$ cat config.mk
export PLATFORM = sky130hd
export DESIGN_NAME = alarm_clock_button_controller
export DESIGN_NICKNAME = d
export VERILOG_FILES = /design/src/acbc_pkg.sv /design/src/alarm_clock_button_controller.sv /design/src/acbc_core.sv
export VERILOG_INCLUDE_DIRS = /design/src /design/src/src
export SDC_FILE = /design/constraint.sdc
export NUM_CORES = 1
export LEC_CHECK = 0
export ABC_CLOCK_PERIOD_IN_PS = 3950
export BUFFER_PORTS_ARGS = -buffer_cell sky130_fd_sc_hd__buf_2
export CORE_UTILIZATION = 39
export DETAILED_ROUTE_END_ITERATION = 8
export HOLD_SLACK_MARGIN = 0.15
export SYNTH_ARGS = -nofsm -noshare
export SYNTH_HDL_FRONTEND = slang
export SYNTH_SLANG_ARGS = --single-unit
$ cat constraint.sdc
create_clock -name clock -period 3.95 [get_ports clock]
set_input_delay 0.79 -clock clock [delete_from_list [all_inputs] [get_ports clock]]
set_output_delay 0.79 -clock clock [all_outputs]
set_load 0.01 [all_outputs]
$ cat src/alarm_clock_button_controller_defines.svh
// Assertion macros shared by the alarm clock button controller RTL.
`ifndef ALARM_CLOCK_BUTTON_CONTROLLER_DEFINES_SVH
`define ALARM_CLOCK_BUTTON_CONTROLLER_DEFINES_SVH

// Check a consequent in the same cycle as its antecedent.
`define ACBC_ASSERT_SAME(lbl, ante, cons, msg) \
   lbl: assert property (@(posedge clock) disable iff (reset) (ante) |-> (cons)) \
      else $error(msg);

// Check a consequent in the cycle after its antecedent.
`define ACBC_ASSERT_NEXT(lbl, ante, cons, msg) \
   lbl: assert property (@(posedge clock) disable iff (reset) (ante) |=> (cons)) \
      else $error(msg);

`endif

$ cat src/acbc_pkg.sv
// Shared types and constants of the alarm clock button controller.
package acbc_pkg;

   localparam int FRAME_COUNT_DEFAULT = 16;

   localparam logic [4:0] HOUR_RESET   = 5'd12;
   localparam logic [4:0] HOUR_LAST    = 5'd23;
   localparam logic [5:0] MINUTE_LAST  = 6'd59;
   localparam logic [3:0] REPEAT_RESET = 4'd2;

   typedef enum logic [3:0] {
      EV_TICK          = 4'd0,
      EV_LIGHT_UP      = 4'd1,
      EV_LIGHT_LONG    = 4'd2,
      EV_ALARM_UP      = 4'd3,
      EV_ALARM_LONG    = 4'd4,
      EV_ALARM_LONG_UP = 4'd5,
      EV_MINUTE_POLL   = 4'd6,
      EV_MELODY_DONE   = 4'd7,
      EV_TIMEOUT       = 4'd8,
      EV_ACTIVATE      = 4'd9,
      EV_RESIGN        = 4'd10
   } event_code_type;

   typedef enum logic [1:0] {
      TICK_NONE = 2'd0,
      TICK_1HZ  = 2'd1,
      TICK_4HZ  = 2'd2,
      TICK_8HZ  = 2'd3
   } tick_rate_type;

   typedef enum logic [1:0] {
      FIELD_NONE   = 2'd0,
      FIELD_HOUR   = 2'd1,
      FIELD_MINUTE = 2'd2
   } field_sel_type;

   typedef struct packed {
      logic [3:0] func;
      logic [4:0] now_hour;
      logic [5:0] now_minute;
   } event_item_type;

   typedef struct packed {
      logic [4:0] alarm_hour;
      logic [5:0] alarm_minute;
      logic       armed;
      logic [1:0] set_field;
      logic       fast_set;
      logic       ringing;
      logic [3:0] frame_index;
      logic [1:0] tick_request;
      logic       start_melody;
      logic       stop_melody;
      logic       leave_face;
      logic       fired;
   } result_type;

endpackage

$ cat src/alarm_clock_button_controller.sv
// Top level of the alarm clock button controller: handshake pipeline and config.
//
//   channel  direction  ports                      payload
//   req      in         req_valid / req_ready      func, now_hour, now_minute
//   rsp      out        rsp_valid / rsp_ready      alarm state and requests
//   csr      in         csr_write_enable           melody_repeat_count
//
// One event per cycle while the result is taken, through an input register,
// then the event decode and state update, which load the result register.
// The state registers advance only when an event enters the result register.
// A stalled result holds both stages; the input takes a new event whenever its
// stage empties in the same cycle. Synchronous reset, no clearing pass.
`include "alarm_clock_button_controller_defines.svh"

module alarm_clock_button_controller import acbc_pkg::*; #(
   parameter int FRAME_COUNT = FRAME_COUNT_DEFAULT
) (
   input  logic       clock,
   input  logic       reset,
   input  logic       req_valid,
   output logic       req_ready,
   input  logic [3:0] req_func,
   input  logic [4:0] req_now_hour,
   input  logic [5:0] req_now_minute,
   output logic       rsp_valid,
   input  logic       rsp_ready,
   output logic [4:0] rsp_alarm_hour,
   output logic [5:0] rsp_alarm_minute,
   output logic       rsp_armed,
   output logic [1:0] rsp_set_field,
   output logic       rsp_fast_set,
   output logic       rsp_ringing,
   output logic [3:0] rsp_frame_index,
   output logic [1:0] rsp_tick_request,
   output logic       rsp_start_melody,
   output logic       rsp_stop_melody,
   output logic       rsp_leave_face,
   output logic       rsp_fired,
   input  logic       csr_write_enable,
   input  logic [3:0] csr_write_data
);

   logic           in_valid_ff;
   event_item_type in_ev_ff;
   logic           out_valid_ff;
   result_type     out_ff;
   result_type     result;
   logic           advance;
   logic [3:0]     repeat_ff;

   // Move the held event forward when the result register is free
   assign advance   = in_valid_ff && (!out_valid_ff || rsp_ready);
   assign req_ready = !in_valid_ff || advance;

   // Hold the melody repeat count
   always_ff @(posedge clock) begin
      if (reset) repeat_ff <= REPEAT_RESET;
      else if (csr_write_enable) repeat_ff <= csr_write_data;
   end

   // Input register
   always_ff @(posedge clock) begin
      if (reset) begin
         in_valid_ff <= 1'b0;
      end else if (req_ready) begin
         in_valid_ff <= req_valid;
      end
   end

   always_ff @(posedge clock) begin
      if (req_valid && req_ready) begin
         in_ev_ff.func       <= req_func;
         in_ev_ff.now_hour   <= req_now_hour;
         in_ev_ff.now_minute <= req_now_minute;
      end
   end

   acbc_core #(
      .FRAME_COUNT(FRAME_COUNT)
   ) u_core (
      .clock       (clock),
      .reset       (reset),
      .step        (advance),
      .ev          (in_ev_ff),
      .repeat_count(repeat_ff),
      .result      (result)
   );

   // Result register
   always_ff @(posedge clock) begin
      if (reset) begin
         out_valid_ff <= 1'b0;
      end else if (advance) begin
         out_valid_ff <= 1'b1;
      end else if (rsp_ready) begin
         out_valid_ff <= 1'b0;
      end
   end

   always_ff @(posedge clock) begin
      if (advance) out_ff <= result;
   end

   assign rsp_valid        = out_valid_ff;
   assign rsp_alarm_hour   = out_ff.alarm_hour;
   assign rsp_alarm_minute = out_ff.alarm_minute;
   assign rsp_armed        = out_ff.armed;
   assign rsp_set_field    = out_ff.set_field;
   assign rsp_fast_set     = out_ff.fast_set;
   assign rsp_ringing      = out_ff.ringing;
   assign rsp_frame_index  = out_ff.frame_index;
   assign rsp_tick_request = out_ff.tick_request;
   assign rsp_start_melody = out_ff.start_melody;
   assign rsp_stop_melody  = out_ff.stop_melody;
   assign rsp_leave_face   = out_ff.leave_face;
   assign rsp_fired        = out_ff.fired;

   // A fired alarm rings, starts the melody and asks for four Hz
   `ACBC_ASSERT_SAME(a_fire_rings, rsp_valid && rsp_fired, rsp_ringing && rsp_start_melody && (rsp_tick_request == TICK_4HZ), "fired result without ringing setup")
   // A stopped melody leaves the alarm silent
   `ACBC_ASSERT_SAME(a_stop_silent, rsp_valid && rsp_stop_melody, !rsp_ringing && !rsp_start_melody, "stop request while still ringing")
   // The field selector never reaches its unused code
   `ACBC_ASSERT_SAME(a_field_range, rsp_valid, rsp_set_field != 2'd3, "set field out of range")
   // A held event stays in the input stage while the result stalls
   `ACBC_ASSERT_NEXT(a_in_hold, in_valid_ff && !advance, in_valid_ff && $stable(in_ev_ff), "held event lost")

endmodule

$ cat src/acbc_core.sv
// Controller state and the per-event update logic.
module acbc_core import acbc_pkg::*; #(
   parameter int FRAME_COUNT = FRAME_COUNT_DEFAULT
) (
   input  logic           clock,
   input  logic           reset,
   input  logic           step,
   input  event_item_type ev,
   input  logic [3:0]     repeat_count,
   output result_type     result
);

   localparam logic [3:0] FRAME_LAST = 4'(FRAME_COUNT - 1);

   logic [4:0] hour_ff, hour_in;
   logic [5:0] minute_ff, minute_in;
   logic       armed_ff, armed_in;
   logic [1:0] field_ff, field_in;
   logic       fast_ff, fast_in;
   logic       ringing_ff, ringing_in;
   logic [3:0] frame_ff, frame_in;
   logic [3:0] loops_ff, loops_in;
   logic [5:0] guard_minute_ff, guard_minute_in;
   logic       guard_valid_ff, guard_valid_in;
   logic       linked_ff, linked_in;

   logic [1:0] tick_req;
   logic       start_req, stop_req, leave_req, fired_req;
   logic [4:0] hour_bump;
   logic [5:0] minute_bump;
   logic [1:0] field_inc;
   logic [3:0] loops_inc;

   // Wrapping increments of the field being set
   assign hour_bump   = (hour_ff == HOUR_LAST) ? 5'd0 : hour_ff + 5'd1;
   assign minute_bump = (minute_ff == MINUTE_LAST) ? 6'd0 : minute_ff + 6'd1;
   assign field_inc   = field_ff + 2'd1;
   assign loops_inc   = loops_ff + 4'd1;

   // Decode the event and form the next state and requests
   always_comb begin
      hour_in         = hour_ff;
      minute_in       = minute_ff;
      armed_in        = armed_ff;
      field_in        = field_ff;
      fast_in         = fast_ff;
      ringing_in      = ringing_ff;
      frame_in        = frame_ff;
      loops_in        = loops_ff;
      guard_minute_in = guard_minute_ff;
      guard_valid_in  = guard_valid_ff;
      linked_in       = linked_ff;
      tick_req        = TICK_NONE;
      start_req       = 1'b0;
      stop_req        = 1'b0;
      leave_req       = 1'b0;
      fired_req       = 1'b0;
      unique case (ev.func)
         EV_TICK: begin
            if (ringing_ff) begin
               frame_in = (frame_ff == FRAME_LAST) ? 4'd0 : frame_ff + 4'd1;
            end else if (fast_ff) begin
               if (field_ff == FIELD_HOUR) hour_in = hour_bump;
               else if (field_ff == FIELD_MINUTE) minute_in = minute_bump;
            end
         end
         EV_LIGHT_UP: begin
            if (ringing_ff) begin
               stop_req   = 1'b1;
               ringing_in = 1'b0;
               loops_in   = 4'd0;
               tick_req   = TICK_1HZ;
            end else if (field_ff == FIELD_NONE) begin
               field_in = FIELD_HOUR;
               tick_req = TICK_4HZ;
            end else if (field_inc > FIELD_MINUTE) begin
               field_in = FIELD_NONE;
               tick_req = TICK_1HZ;
            end else begin
               field_in = field_inc;
            end
         end
         EV_LIGHT_LONG: begin
            if (field_ff != FIELD_NONE) begin
               field_in = FIELD_NONE;
               fast_in  = 1'b0;
               tick_req = TICK_1HZ;
            end else begin
               field_in = FIELD_HOUR;
               tick_req = TICK_4HZ;
            end
         end
         EV_ALARM_UP: begin
            if (ringing_ff) begin
               stop_req   = 1'b1;
               ringing_in = 1'b0;
               loops_in   = 4'd0;
               tick_req   = TICK_1HZ;
            end else if (field_ff != FIELD_NONE) begin
               fast_in  = 1'b0;
               armed_in = 1'b1;
               if (field_ff == FIELD_HOUR) hour_in = hour_bump;
               else if (field_ff == FIELD_MINUTE) minute_in = minute_bump;
            end
         end
         EV_ALARM_LONG: begin
            if (field_ff == FIELD_NONE && !ringing_ff) begin
               armed_in = !armed_ff;
            end else if (field_ff != FIELD_NONE) begin
               fast_in  = 1'b1;
               tick_req = TICK_8HZ;
            end
         end
         EV_ALARM_LONG_UP: begin
            if (fast_ff) begin
               fast_in  = 1'b0;
               tick_req = TICK_4HZ;
            end
         end
         EV_MINUTE_POLL: begin
            if (armed_ff && !(guard_valid_ff && guard_minute_ff == ev.now_minute)) begin
               if (hour_ff == ev.now_hour && minute_ff == ev.now_minute) begin
                  guard_minute_in = ev.now_minute;
                  guard_valid_in  = 1'b1;
                  linked_in       = 1'b1;
                  ringing_in      = 1'b1;
                  frame_in        = 4'd0;
                  loops_in        = 4'd0;
                  tick_req        = TICK_4HZ;
                  start_req       = 1'b1;
                  fired_req       = 1'b1;
               end else begin
                  guard_valid_in = 1'b0;
               end
            end
         end
         EV_MELODY_DONE: begin
            if (linked_ff && ringing_ff) begin
               if (loops_inc < repeat_count) begin
                  loops_in  = loops_inc;
                  start_req = 1'b1;
               end else begin
                  ringing_in = 1'b0;
                  loops_in   = 4'd0;
               end
            end
         end
         EV_TIMEOUT: begin
            leave_req = !ringing_ff;
         end
         EV_ACTIVATE: begin
            linked_in = 1'b1;
         end
         EV_RESIGN: begin
            field_in  = FIELD_NONE;
            fast_in   = 1'b0;
            linked_in = 1'b0;
            tick_req  = TICK_1HZ;
         end
         default: begin
         end
      endcase
   end

   // Report the state after the event with its requests
   always_comb begin
      result.alarm_hour   = hour_in;
      result.alarm_minute = minute_in;
      result.armed        = armed_in;
      result.set_field    = field_in;
      result.fast_set     = fast_in;
      result.ringing      = ringing_in;
      result.frame_index  = frame_in;
      result.tick_request = tick_req;
      result.start_melody = start_req;
      result.stop_melody  = stop_req;
      result.leave_face   = leave_req;
      result.fired        = fired_req;
   end

   // Commit the new state when a transaction moves to the result register
   always_ff @(posedge clock) begin
      if (reset) begin
         hour_ff         <= HOUR_RESET;
         minute_ff       <= 6'd0;
         armed_ff        <= 1'b0;
         field_ff        <= FIELD_NONE;
         fast_ff         <= 1'b0;
         ringing_ff      <= 1'b0;
         frame_ff        <= 4'd0;
         loops_ff        <= 4'd0;
         guard_minute_ff <= 6'd0;
         guard_valid_ff  <= 1'b0;
         linked_ff       <= 1'b0;
      end else if (step) begin
         hour_ff         <= hour_in;
         minute_ff       <= minute_in;
         armed_ff        <= armed_in;
         field_ff        <= field_in;
         fast_ff         <= fast_in;
         ringing_ff      <= ringing_in;
         frame_ff        <= frame_in;
         loops_ff        <= loops_in;
         guard_minute_ff <= guard_minute_in;
         guard_valid_ff  <= guard_valid_in;
         linked_ff       <= linked_in;
      end
   end

endmodule
==> impl_summary.txt, run 1 <==
----------------------------------------------------
[Critical path]
  Critical Setup Path Class ... reg2reg
  Worst endpoint data arrival time ... around 2.7 ns
  Sort of element at the start of the critical path ... flop
  Worst-path fanout max ... 20
  Top Family by Delay on Critical Path ... simple AND/OR/NAND/NOR gates
  Crit-path cells ... or3b_1 > a2111oi_4 > nand3_1 > mux2_1
  Combined buffer and inverter count along the critical path ... 0
  Worst EP required ... 4.05 ns
  CP endpoint kind ... flop
  Highest cell delay on the worst timing path ... about 0.67 ns
  Slowest cell on the critical path ... sky130_fd_sc_hd__a2111oi_4

[Placement]
  Number of cells in the design after placement ... 547
  Input/output buffers ... 51
  Post-place setup slack ... 1.26 ns
  Post-Place Cell Area ... around 0.0043 sq mm
  RePlAce Congestion ... 0.758
  HPWL reported at the end of detailed placement ... 5.65 mm

[Detailed routing]
  Vias per inst ... 5.31
  First-pass iteration count of the detailed router ... 5
  DR iter-0 viols ... 167
  Remaining antenna violation count ... 0
  Via total after detailed routing ... a little under 3000
  Post-Route WL ... approximately 8.1 mm
  WL/cell ... ~15 um
  DRC violations left ... 0

[Synth]
  Count of synthesis-stage warnings from yosys ... 0
  EDFF count, synth ... 41
  Dominant register cell in the synthesized netlist ... sky130_fd_sc_hd__edfxtp_1
  Sequential cell area fraction in the yosys report ... roughly 51%
  Netlist cell types ... 64
  Cell area after synthesis ... 0.00392 sq mm
  Post-synthesis register bit count ... just under 80
  Async set-or-reset flop fraction in the synthesized netlist ... 0%
  Number of instances in the synthesized netlist ... 382
  Per-instance average area after synthesis ... approximately 10 sq um
  Nets in the synthesized netlist ... 413

[Pwr]
  Power density relative to cell area ... roughly 360 mW/mm^2
  Cell-internal power ... 1.23 mW
  Switching fraction of total power ... 24.1%
  Leakage power ... approximately 1.6 nW
  Seq pwr share ... 56.8%
  Worst IR drop on VDD ... approximately 0.16 mV
  Power dissipated by switching net loads ... ~0.39 mW
  Logic pwr share ... around 8%
  Total power ... 1.62 mW
  Clock group share of total power ... 35.4%

[Run]
  Count of maximum capacitance violations ... 0

[Die]
  Ports ... 52
  Die span in x ... 102 um
  Initial Util ... 40.1%
  Die Height ... 102 um
  Die area ... 0.0105 sq mm
  Core Area ... between 0.009 and 0.01 sq mm
  Count of standard-cell rows ... 36

[Clock tree]
  Htree depth ... 3
  CTS Buf Count ... 9
  Number of clock sinks seen by CTS ... 79
  TritonCTS clock tree ... built
  Number of gates given a new drive strength after cts ... 0
  Register clock-pin slew on the reported worst setup and hold paths ... about 0.08 ns
  Worst skew pair latency ... 0.35 ns
  Clock Tree Root ... sky130_fd_sc_hd__clkbuf_8
  Postcts setup bufs ... 0
  Post-cts hold buffer count ... 0
  Clock tree buffer depth ... 2

[Layout]
  Fin cells ... 562
  Sequential cell area in the final layout ... 0.00199 sq mm
  Non-Filler Cell Area, Final ... ~0.0045 sq mm
  Synth-to-layout area growth ... 13.5%
  Antenna Diode Count ... 0
  Fraction of layout cells with a size suffix above 1 ... 18.6%
  NumNets Final ... roughly 460
  Number of inserted filler cells in the final layout ... 933
  Multi-input combinational cell area ... 0.00182 sq mm

[Global route]
  First-pass GRT wire length ... about 13 mm
  Final global-route overflow total ... 0
  Via count of the first global-routing pass ... ~2800
  GRT Util Overall ... ~17%
  Initial antenna violation count ... 0
  Pin count of the biggest net entering global routing ... 28

[Worst hold path]
  Path category of the worst min-delay check ... reg2reg

[Timing]
  Fin crit period ... 2.59 ns
  Post-Route Skew ... 0.00991 ns
  Post-Route Setup TNS ... 0 ns
  Fmax ... 387 MHz
  Final worst path period share ... 65.5%
  Unrepaired setup endpoints after global routing ... false
  Number of hold violations in the final report ... 0
  Final worst slack ... 1.36 ns
  Slew of the pin with the lowest slew margin ... slightly below 1 ns
  Setup violation total in the final timing report ... 0
  Count of final max-slew check failures ... 0
  Relative slew slack ... 34.8%

[Outcome]
  Outcome ... finished clean

----------------------------------------------------
area by class of cell:
| class | instances | share of cell area, % |
|---|---|---|
| Clock buffer | 11 | 2.95 |
| Clock inverter | 4 | 1.07 |
| Inverter | 8 | 0.674 |
| Multi-Input combinational cell | 274 | 40.8 |
| Sequential cell | 79 | 44.7 |
| Tap cell | 133 | 3.74 |
| Timing Repair Buffer | 53 | 6.07 |
power by group through the flow:
stage	clock network [mW]	registers, mW	logic [mW]
6_report	0.574	0.921	0.127
5_1_grt	0.617	0.925	0.141
4_1_cts	0.591	0.921	0.128
3_5_place_dp	0	0.939	0.128
3_3_place_gp	0	0.939	0.124
2_1_floorplan	0	0.933	0.0855
Yosys cell counts, types with 5 or more instances:
library cell / n / area share [%]
sky130_fd_sc_hd__edfxtp_1: 41 / 31
sky130_fd_sc_hd__nand2_1: 40 / 3.8
sky130_fd_sc_hd__dfxtp_1: 38 / 19
sky130_fd_sc_hd__nor2_1: 28 / 2.7
sky130_fd_sc_hd__clkbuf_1: 18 / 1.7
sky130_fd_sc_hd__a21oi_1: 17 / 2.2
sky130_fd_sc_hd__mux2i_1: 17 / 4.3
sky130_fd_sc_hd__o21ai_0: 17 / 2.2
sky130_fd_sc_hd__nor3_1: 14 / 1.8
sky130_fd_sc_hd__xor2_1: 14 / 3.1
sky130_fd_sc_hd__nand3_1: 12 / 1.5
sky130_fd_sc_hd__nand2b_1: 9 / 1.4
sky130_fd_sc_hd__o211ai_1: 9 / 1.7
sky130_fd_sc_hd__xnor2_1: 9 / 2.0
sky130_fd_sc_hd__a31oi_1: 8 / 1.3
sky130_fd_sc_hd__ha_1: 7 / 2.2
sky130_fd_sc_hd__inv_1: 7 / 0.67
sky130_fd_sc_hd__o21a_1: 5 / 0.96
placed cells by master, fill, tap and decap left out, types with 3 or more instances in the layout:
cell	instances
sky130_fd_sc_hd__buf_2	51
sky130_fd_sc_hd__a21oi_1	17
sky130_fd_sc_hd__inv_1	7
sky130_fd_sc_hd__xor2_1	14
sky130_fd_sc_hd__ha_1	7
sky130_fd_sc_hd__o21ai_1	3
sky130_fd_sc_hd__edfxtp_1	41
sky130_fd_sc_hd__a211oi_1	3
sky130_fd_sc_hd__mux2_2	3
sky130_fd_sc_hd__xnor2_1	9
sky130_fd_sc_hd__dfxtp_1	38
sky130_fd_sc_hd__a31oi_1	8
sky130_fd_sc_hd__o21a_1	5
sky130_fd_sc_hd__o211ai_1	9
sky130_fd_sc_hd__nand3_1	12
sky130_fd_sc_hd__nor3b_1	4
sky130_fd_sc_hd__nor2_1	28
sky130_fd_sc_hd__mux2i_1	17
sky130_fd_sc_hd__nor2b_1	4
sky130_fd_sc_hd__nand2b_1	9
sky130_fd_sc_hd__nand2_1	40
sky130_fd_sc_hd__o21ai_0	17
sky130_fd_sc_hd__and2_1	3
sky130_fd_sc_hd__nor4_1	4
sky130_fd_sc_hd__nor3_1	14
sky130_fd_sc_hd__clkbuf_8	9
layer usage:
| layer | GRT usage [%] | wire (um) |
|---|---|---|
| met1 | 23.2 | 3970 |
| met2 | 25.4 | 3750 |
| met3 | 3.15 | 309 |
| met4 | 7.25 | 121 |
| met5 | 0 | 0 |
path summary, 6_finish.rpt:
| check | startpoint | to | slack, ns | cells past startpoint |
|---|---|---|---|---|
| max | in_ev_ff[11] | rsp_alarm_hour[4] | 1.36 | 4 |
| min | u_core.loops_ff[3] | u_core.loops_ff[3] | 0.47 | 2 |
| max reg2reg | in_ev_ff[11] | rsp_alarm_hour[4] | 1.36 | 4 |
| min reg2reg | u_core.loops_ff[3] | u_core.loops_ff[3] | 0.47 | 2 |
logic make-up after synthesis:
| group | count (synthesis) | synth area share (%) |
|---|---|---|
| AND/OR/NAND/NOR | 135 | 17.7 |
| AO/OA/AOI/OAI | 88 | 15.7 |
| flip-flops | 79 | 50.8 |
| buffers and inverters | 29 | 2.97 |
| XOR/XNOR | 23 | 5.13 |
| multiplexers | 21 | 5.48 |
| adder cells (fa/ha/maj) | 7 | 2.23 |
state kept, by name (all words and copies together), names as in the netlist, 2 cells and up:
name / count
u_core.guard_minute_ff: 6
u_core.field_ff: 2
u_core.frame_ff: 4
repeat_ff: 4
u_core.loops_ff: 4
rsp_alarm_hour: 5
rsp_alarm_minute: 6
rsp_tick_request: 2
rsp_frame_index: 4
u_core.minute_ff: 6
rsp_set_field: 2
in_ev_ff: 15
u_core.hour_ff: 5
worst reg2reg max path: cells and delay by family, from the launching register on:
kind             cells  cell delay [ns]
flip-flops           1             0.63
AO/OA/AOI/OAI        1             0.67
multiplexers         1             0.33
AND/OR/NAND/NOR      2             0.71
metrics by stage:
stage,utilization [%],hold WS [ns]
CTS,45.6,0.480
finish,45.6,0.474
detailed placement,43.7,0.470
floorplan,-,0.447
global route,45.6,0.497
global placement,43.7,0.456
Note: power is estimated with default switching activity, not from simulation.
==> run 2: changes to the inputs <==
--- a/config.mk
+++ b/config.mk
@@ -6,7 +6,8 @@
 export SDC_FILE = /design/constraint.sdc
 export NUM_CORES = 1
 export LEC_CHECK = 0
-export ABC_CLOCK_PERIOD_IN_PS = 3950
+export ABC_AREA = 1
+export ABC_CLOCK_PERIOD_IN_PS = 2470
 export BUFFER_PORTS_ARGS = -buffer_cell sky130_fd_sc_hd__buf_2
 export CORE_UTILIZATION = 39
 export DETAILED_ROUTE_END_ITERATION = 8
==> constraint.sdc (replaced) <==
create_clock -name clock -period 2.47 [get_ports clock]
set_input_delay 0.494 -clock clock [delete_from_list [all_inputs] [get_ports clock]]
set_output_delay 0.494 -clock clock [all_outputs]
set_load 0.01 [all_outputs]
==> run 2 against run 1 <==
Setup slack got worse by 0.85 ns; sequential power increased by 64%; power up 73%; sequential cell count is the same; wire length up 11%; critical path depth is 6 higher; utilization rose by 1.6 points.
==> impl_summary.txt, run 2 <==
----------------------------------------------------
[Outcome]
  Outcome ... finished clean

[Global route]
  First-pass GRT wire length ... 15.2 mm
  Final global-route overflow total ... 0
  Pin count of the biggest net entering global routing ... 26
  Initial antenna violation count ... 0
  Via count of the first global-routing pass ... 3201
  GRT Util Overall ... between 15 and 20%

[Detailed routing]
  WL/cell ... 12.6 um
  Vias per inst ... 4.80
  Remaining antenna violation count ... 0
  DRC violations left ... 0
  Post-Route WL ... 9.08 mm
  First-pass iteration count of the detailed router ... 5
  Via total after detailed routing ... 3459
  DR iter-0 viols ... 185

[Timing]
  Post-Route Setup TNS ... 0 ns
  Final worst slack ... 0.511 ns
  Final worst path period share ... 79.3%
  Unrepaired setup endpoints after global routing ... false
  Fmax ... 510 MHz
  Relative slew slack ... 58.0%
  Setup violation total in the final timing report ... 0
  Fin crit period ... between 1.5 and 2 ns
  Count of final max-slew check failures ... 0
  Slew of the pin with the lowest slew margin ... 0.629 ns
  Post-Route Skew ... 0.0101 ns
  Number of hold violations in the final report ... 0

[Synth]
  Most used standard cells in the synthesized netlist ... 123 x sky130_fd_sc_hd__nand2_1, 86 x sky130_fd_sc_hd__inv_1, 53 x sky130_fd_sc_hd__nor2_1, 41 x sky130_fd_sc_hd__edfxtp_1
  Largest area contributor in the netlist ... sky130_fd_sc_hd__edfxtp_1
  EDFF count, synth ... 41
  Cell area after synthesis ... between 0.004 and 0.005 sq mm
  Most used standard cell by instance count after synthesis ... sky130_fd_sc_hd__nand2_1
  Cell types with the largest area share after synthesis ... sky130_fd_sc_hd__edfxtp_1 30%, sky130_fd_sc_hd__dfxtp_1 19%, sky130_fd_sc_hd__nand2_1 11%
  Nets in the synthesized netlist ... 556
  Number of instances in the synthesized netlist ... 525
  Async set-or-reset flop fraction in the synthesized netlist ... 0%
  Fraction of synthesized cell area taken by the top area cell type ... between 30% and 40%
  Post-synthesis register bit count ... 79
  Netlist cell types ... 34
  Per-instance average area after synthesis ... 7.73 sq um
  Dominant register cell in the synthesized netlist ... sky130_fd_sc_hd__edfxtp_1
  Count of synthesis-stage warnings from yosys ... 0
  Sequential cell area fraction in the yosys report ... 49.1%

[Clock tree]
  Htree depth ... 3
  Clock Tree Root ... sky130_fd_sc_hd__clkbuf_8
  Post-cts hold buffer count ... 0
  Worst skew pair latency ... 0.35 ns
  TritonCTS clock tree ... built
  Number of clock sinks seen by CTS ... 79
  Postcts setup bufs ... 0
  CTS Buf Count ... 9
  Register clock-pin slew on the reported worst setup and hold paths ... 0.08 ns
  Number of gates given a new drive strength after cts ... 0
  Clock tree buffer depth ... 2

[Pwr]
  Worst IR drop on VDD ... 0.239 mV
  Leakage power ... around 2.2 nW
  Power density relative to cell area ... about 600 mW/mm^2

[Layout]
  Fin util ... between 40% and 50%
  Commonest non-fill, non-tap cells in the layout ... 123 x sky130_fd_sc_hd__nand2_1, 86 x sky130_fd_sc_hd__inv_1, 53 x sky130_fd_sc_hd__nor2_1, 51 x sky130_fd_sc_hd__buf_2, 41 x sky130_fd_sc_hd__edfxtp_1
  Synth-to-layout area growth ... 15.2%
  Most flop-heavy register ... in_ev_ff
  Fraction of layout cells with a size suffix above 1 ... ~17%
  Number of inserted filler cells in the final layout ... 986
  Number of flip-flops under the largest register name ... 15
  Commonest non-fill, non-tap cell in the layout ... sky130_fd_sc_hd__nand2_1
  Fin cells ... 720
  NumNets Final ... between 600 and 700
  Multi-input combinational cell area ... 0.00166 sq mm
  Sequential cell area in the final layout ... 0.00199 sq mm
  Antenna Diode Count ... 0

[Die]
  Ports ... 52
  Initial Util ... 41.0%
  Core Area ... 0.00991 sq mm
  Die area ... about 0.011 sq mm
  Die span in x ... 104 um
  Die Height ... between 100 and 150 um
  Count of standard-cell rows ... 36

[Critical path]
  Worst EP required ... 2.75 ns
  CP endpoint kind ... flop
  Sort of element at the start of the critical path ... flop
  Critical Setup Path Class ... reg2reg
  Worst-path fanout max ... 5
  Worst endpoint data arrival time ... 2.24 ns

[Run]
  Count of maximum capacitance violations ... 0

[Worst hold path]
  Path category of the worst min-delay check ... in2reg

[Placement]
  Post-place setup slack ... 0.559 ns
  RePlAce Congestion ... 0.899
  Number of cells in the design after placement ... 704
  Input/output buffers ... 51
  HPWL reported at the end of detailed placement ... 6.81 mm

----------------------------------------------------
## run 2: report_power, final
group / total, mW / internal [mW] / switching (mW) / leakage, nW
sequential: 1.51 / 1.46 / 0.0507 / 0.703
combinational: 0.336 / 0.115 / 0.221 / 1.35
clock: 0.958 / 0.469 / 0.489 / 0.0972
total: 2.80 / 2.04 / 0.761 / 2.15
## run 2: critical path: stages (launching register included)
cell and delay [ns]:
sky130_fd_sc_hd__dfxtp_1 0.43, sky130_fd_sc_hd__ha_1 0.28, sky130_fd_sc_hd__ha_1 0.29, sky130_fd_sc_hd__a21o_1 0.18, sky130_fd_sc_hd__nand3_1 0.06, sky130_fd_sc_hd__nand2_1 0.10, sky130_fd_sc_hd__nor2_1 0.22, sky130_fd_sc_hd__nand2_1 0.09
sky130_fd_sc_hd__nand4_1 0.10, sky130_fd_sc_hd__nand2_1 0.05, sky130_fd_sc_hd__nor2_1 0.10
## run 2: stage by stage
stage	total power, mW	cell area [sq um]	hold slack, ns
3_5_place_dp	1.87	4480	0.454
6_report	2.80	4680	0.318
4_1_cts	2.83	4680	0.298
2_1_floorplan	1.76	4060	0.439
3_3_place_gp	1.87	4480	0.449
5_1_grt	2.94	4680	0.292
## run 2: path summary, 6_finish.rpt
path | depth (start not counted) | slack, ns | endpoint | from
hold / removal | 1 | 0.32 | in_ev_ff[3] | req_now_minute[3]
setup reg to reg | 10 | 0.51 | u_core.loops_ff[3] | u_core.loops_ff[0]
hold reg to reg | 2 | 0.47 | u_core.guard_minute_ff[0] | u_core.guard_minute_ff[0]
setup / recovery | 10 | 0.51 | u_core.loops_ff[3] | u_core.loops_ff[0]
## run 2: layout make-up
type / instances / share of cell area [%]
clock inverters: 7 / 1.55
inverters: 98 / 7.87
clock buffers: 9 / 2.65
multi-input cells: 338 / 35.5
well taps: 133 / 3.56
flip-flops and latches: 79 / 42.6
repair buffers: 56 / 6.26
## run 2: logic make-up after synthesis
logic type | count (synthesis) | share of synthesized area (%)
AO/OA/AOI/OAI | 91 | 12.1
buffers and inverters | 108 | 10.0
AND/OR/NAND/NOR | 235 | 25.6
flip-flops | 79 | 49.1
XOR/XNOR | 5 | 1.08
adder cells (fa/ha/maj) | 7 | 2.16
## run 2: per-layer routing
metal	GRT usage, %	up-vias	share of wire (%)
met3	3.51	6	4.3
met2	28.5	87	47
met1	23.1	1562	48
met4	5.61	0	0.94
met5	0	-	0
li1	-	1804	-
==> run 3: changes to the inputs <==
--- a/config.mk
+++ b/config.mk
@@ -7,7 +7,7 @@
 export NUM_CORES = 1
 export LEC_CHECK = 0
 export ABC_AREA = 1
-export ABC_CLOCK_PERIOD_IN_PS = 2470
+export ABC_CLOCK_PERIOD_IN_PS = 2000
 export BUFFER_PORTS_ARGS = -buffer_cell sky130_fd_sc_hd__buf_2
 export CORE_UTILIZATION = 39
 export DETAILED_ROUTE_END_ITERATION = 8
==> constraint.sdc (replaced) <==
create_clock -name clock -period 2 [get_ports clock]
set_input_delay 0.4 -clock clock [delete_from_list [all_inputs] [get_ports clock]]
set_output_delay 0.4 -clock clock [all_outputs]
set_load 0.01 [all_outputs]
==> run 3 against run 2 <==
Sequential power is 23% higher; fmax increased by 6.3%; largest power group unchanged; count of clock-buffer cells in the layout up 2.
==> impl_summary.txt, run 3 (synthesis gave the netlist of run 2 again) <==
----------------------------------------------------
[Critical path]
  Cell with the most instances on the worst path ... sky130_fd_sc_hd__inv_1
  Worst endpoint data arrival time ... 1.96 ns
  Worst EP required ... 2.11 ns
  Origin of the worst setup path ... in_ev_ff[14]
  Reg2reg setup slack ... 0.16 ns
  Sort of element at the start of the critical path ... flop
  Cell depth of the worst flop-to-flop path ... 9
  Worst R2R Start ... in_ev_ff[14]
  Worst-path fanout max ... 9
  Critical R2R Capture ... rsp_alarm_hour[4]
  CP endpoint kind ... flop
  Critical Setup Path Class ... reg2reg
  Crit-path cells ... inv_1 > nand2_2 > nor2_4 > nand3_2 > nand2_4 > inv_1 > nor3_1 > a21o_1 > inv_1
  Endpoint of the most critical setup path ... rsp_alarm_hour[4]
  Slowest cell on the critical path ... sky130_fd_sc_hd__edfxtp_1
  Highest cell delay on the worst timing path ... 0.44 ns

[Detailed routing]
  First-pass iteration count of the detailed router ... 5
  Post-Route WL ... 9.19 mm
  DRC violations left ... 0
  Via total after detailed routing ... 3481
  Remaining antenna violation count ... 0
  Vias per inst ... just under 5
  DR iter-0 viols ... approximately 220
  WL/cell ... 12.7 um

[Global route]
  Via count of the first global-routing pass ... 3208
  Final global-route overflow total ... 0
  Initial antenna violation count ... 0
  GRT Util Overall ... 17.9%
  First-pass GRT wire length ... 15.3 mm
  Pin count of the biggest net entering global routing ... 26

[Timing]
  Fmax ... 543 MHz
  Fin crit period ... around 1.8 ns
  Setup violation total in the final timing report ... 0
  Number of hold violations in the final report ... 0
  Count of final max-slew check failures ... 0
  Post-Route Skew ... 0.00305 ns
  Slew of the pin with the lowest slew margin ... about 0.44 ns
  Relative slew slack ... 70.8%
  Worst Hold Slack ... ~0.22 ns
  Final worst path period share ... 92.1%

[Layout]
  Antenna Diode Count ... 0
  NumNets Final ... 617
  Fraction of layout cells with a size suffix above 1 ... 18.6%
  Non-Filler Cell Area, Final ... 0.00478 sq mm
  Fin cells ... 724
  Number of inserted filler cells in the final layout ... between 900 and 1000
  Commonest non-fill, non-tap cells in the layout ... 122 x sky130_fd_sc_hd__nand2_1, 86 x sky130_fd_sc_hd__inv_1, 51 x sky130_fd_sc_hd__buf_2, 50 x sky130_fd_sc_hd__nor2_1, 41 x sky130_fd_sc_hd__edfxtp_1
  Most flop-heavy register ... in_ev_ff
  Commonest non-fill, non-tap cell in the layout ... sky130_fd_sc_hd__nand2_1
  Synth-to-layout area growth ... 17.8%
  Number of flip-flops under the largest register name ... 15

[Die]
  Die span in x ... 104 um
  Core Area ... 0.00991 sq mm
  Count of standard-cell rows ... 36
  Die Height ... 104 um
  Die area ... between 0.01 and 0.015 sq mm
  Initial Util ... approximately 40%
  Ports ... 52

[Clock tree]
  Register clock-pin slew on the reported worst setup and hold paths ... 0.08 ns
  Number of clock sinks seen by CTS ... 79
  Clock Tree Root ... sky130_fd_sc_hd__clkbuf_8
  Post-cts hold buffer count ... 0
  Worst skew pair latency ... 0.35 ns
  Clock tree buffer depth ... 2
  TritonCTS clock tree ... built
  Htree depth ... 3
  CTS Buf Count ... 9

[Outcome]
  Outcome ... finished clean

[Placement]
  HPWL reported at the end of detailed placement ... 6.95 mm
  Input/output buffers ... 51
  Post-Place Cell Area ... approximately 0.0045 sq mm
  RePlAce Congestion ... 0.894
  Number of cells in the design after placement ... 707

[Run]
  Count of maximum capacitance violations ... 0

[Pwr]
  Power density relative to cell area ... 761 mW/mm^2
  Worst IR drop on VDD ... 0.366 mV
  Leakage power ... 2.20 nW

[Worst hold path]
  Path category of the worst min-delay check ... in2reg

----------------------------------------------------
## run 3: cell count changes in the layout (fill, tap and decap cells not counted), sizes merged
cell,before,now
buf,56,60
bufinv,1,2
clkbuf,9,11
clkinv,4,1
clkinvlp,1,2
inv,99,98
## run 3: repair_timing
| action | 4_1_cts | 5_1_grt |
|---|---|---|
| resized for setup | 0 | 9 |
| buffers inserted | 0 | 1 |
| endpoints found under the setup margin | 0 | 9 |
## run 3: critical path, delay by kind of cell (launching register included)
kind / cells / cell delay, ns
compound gates: 1 / 0.13
buf+inv: 3 / 0.27
flops: 1 / 0.44
simple gates: 5 / 0.77
## run 3: area by class of cell
class,instances,area (sq um),area share (%)
Multi-Input combinational cell,338,1690,35.3
Clock buffer,11,151,3.16
Tap cell,133,166,3.48
Inverter,98,368,7.69
Timing Repair Buffer,60,335,7.01
Clock inverter,5,80.1,1.67
Sequential cell,79,1990,41.7
## run 3: report_power, final
part,internal (mW),total [mW],switching [mW]
logic,0.152,0.435,0.283
clock network,0.769,1.35,0.578
registers,1.80,1.86,0.0600
total,2.72,3.64,0.921
## run 3: worst min-delay path by stage
stage,cells past startpoint,endpoint,slack [ns],startpoint
finish,1,in_ev_ff[8],0.22,req_now_hour[2]
global route,1,in_ev_ff[7],0.20,req_now_hour[1]
CTS,1,in_ev_ff[9],0.20,req_now_hour[3]
detailed placement,2,u_core.guard_minute_ff[0],0.46,u_core.guard_minute_ff[0]
global placement,2,u_core.guard_minute_ff[0],0.45,u_core.guard_minute_ff[0]
floorplan,2,u_core.guard_minute_ff[0],0.44,u_core.guard_minute_ff[0]
## run 3: per-layer routing
metal / global-route usage (%) / up-vias / wire length (um)
met5: 0 / - / 0
met4: 7.65 / 0 / 138
met3: 2.38 / 12 / 510
met2: 27.8 / 91 / 4220
met1: 24.9 / 1561 / 4320
li1: - / 1817 / -
## run 3: stage by stage
stage | util (%) | setup slack, ns | setup TNS (ns) | power (mW)
final | 48.3 | 0.157 | 0 | 3.64
after global routing | 48.3 | -0.00245 | -0.00245 | 3.81
after CTS | 47.9 | 0.0496 | 0 | 3.66
after detailed placement | 45.6 | 0.0723 | 0 | 2.33
after global placement | 45.6 | 0.134 | 0 | 2.32
after floorplan | - | 0.281 | 0 | 2.17
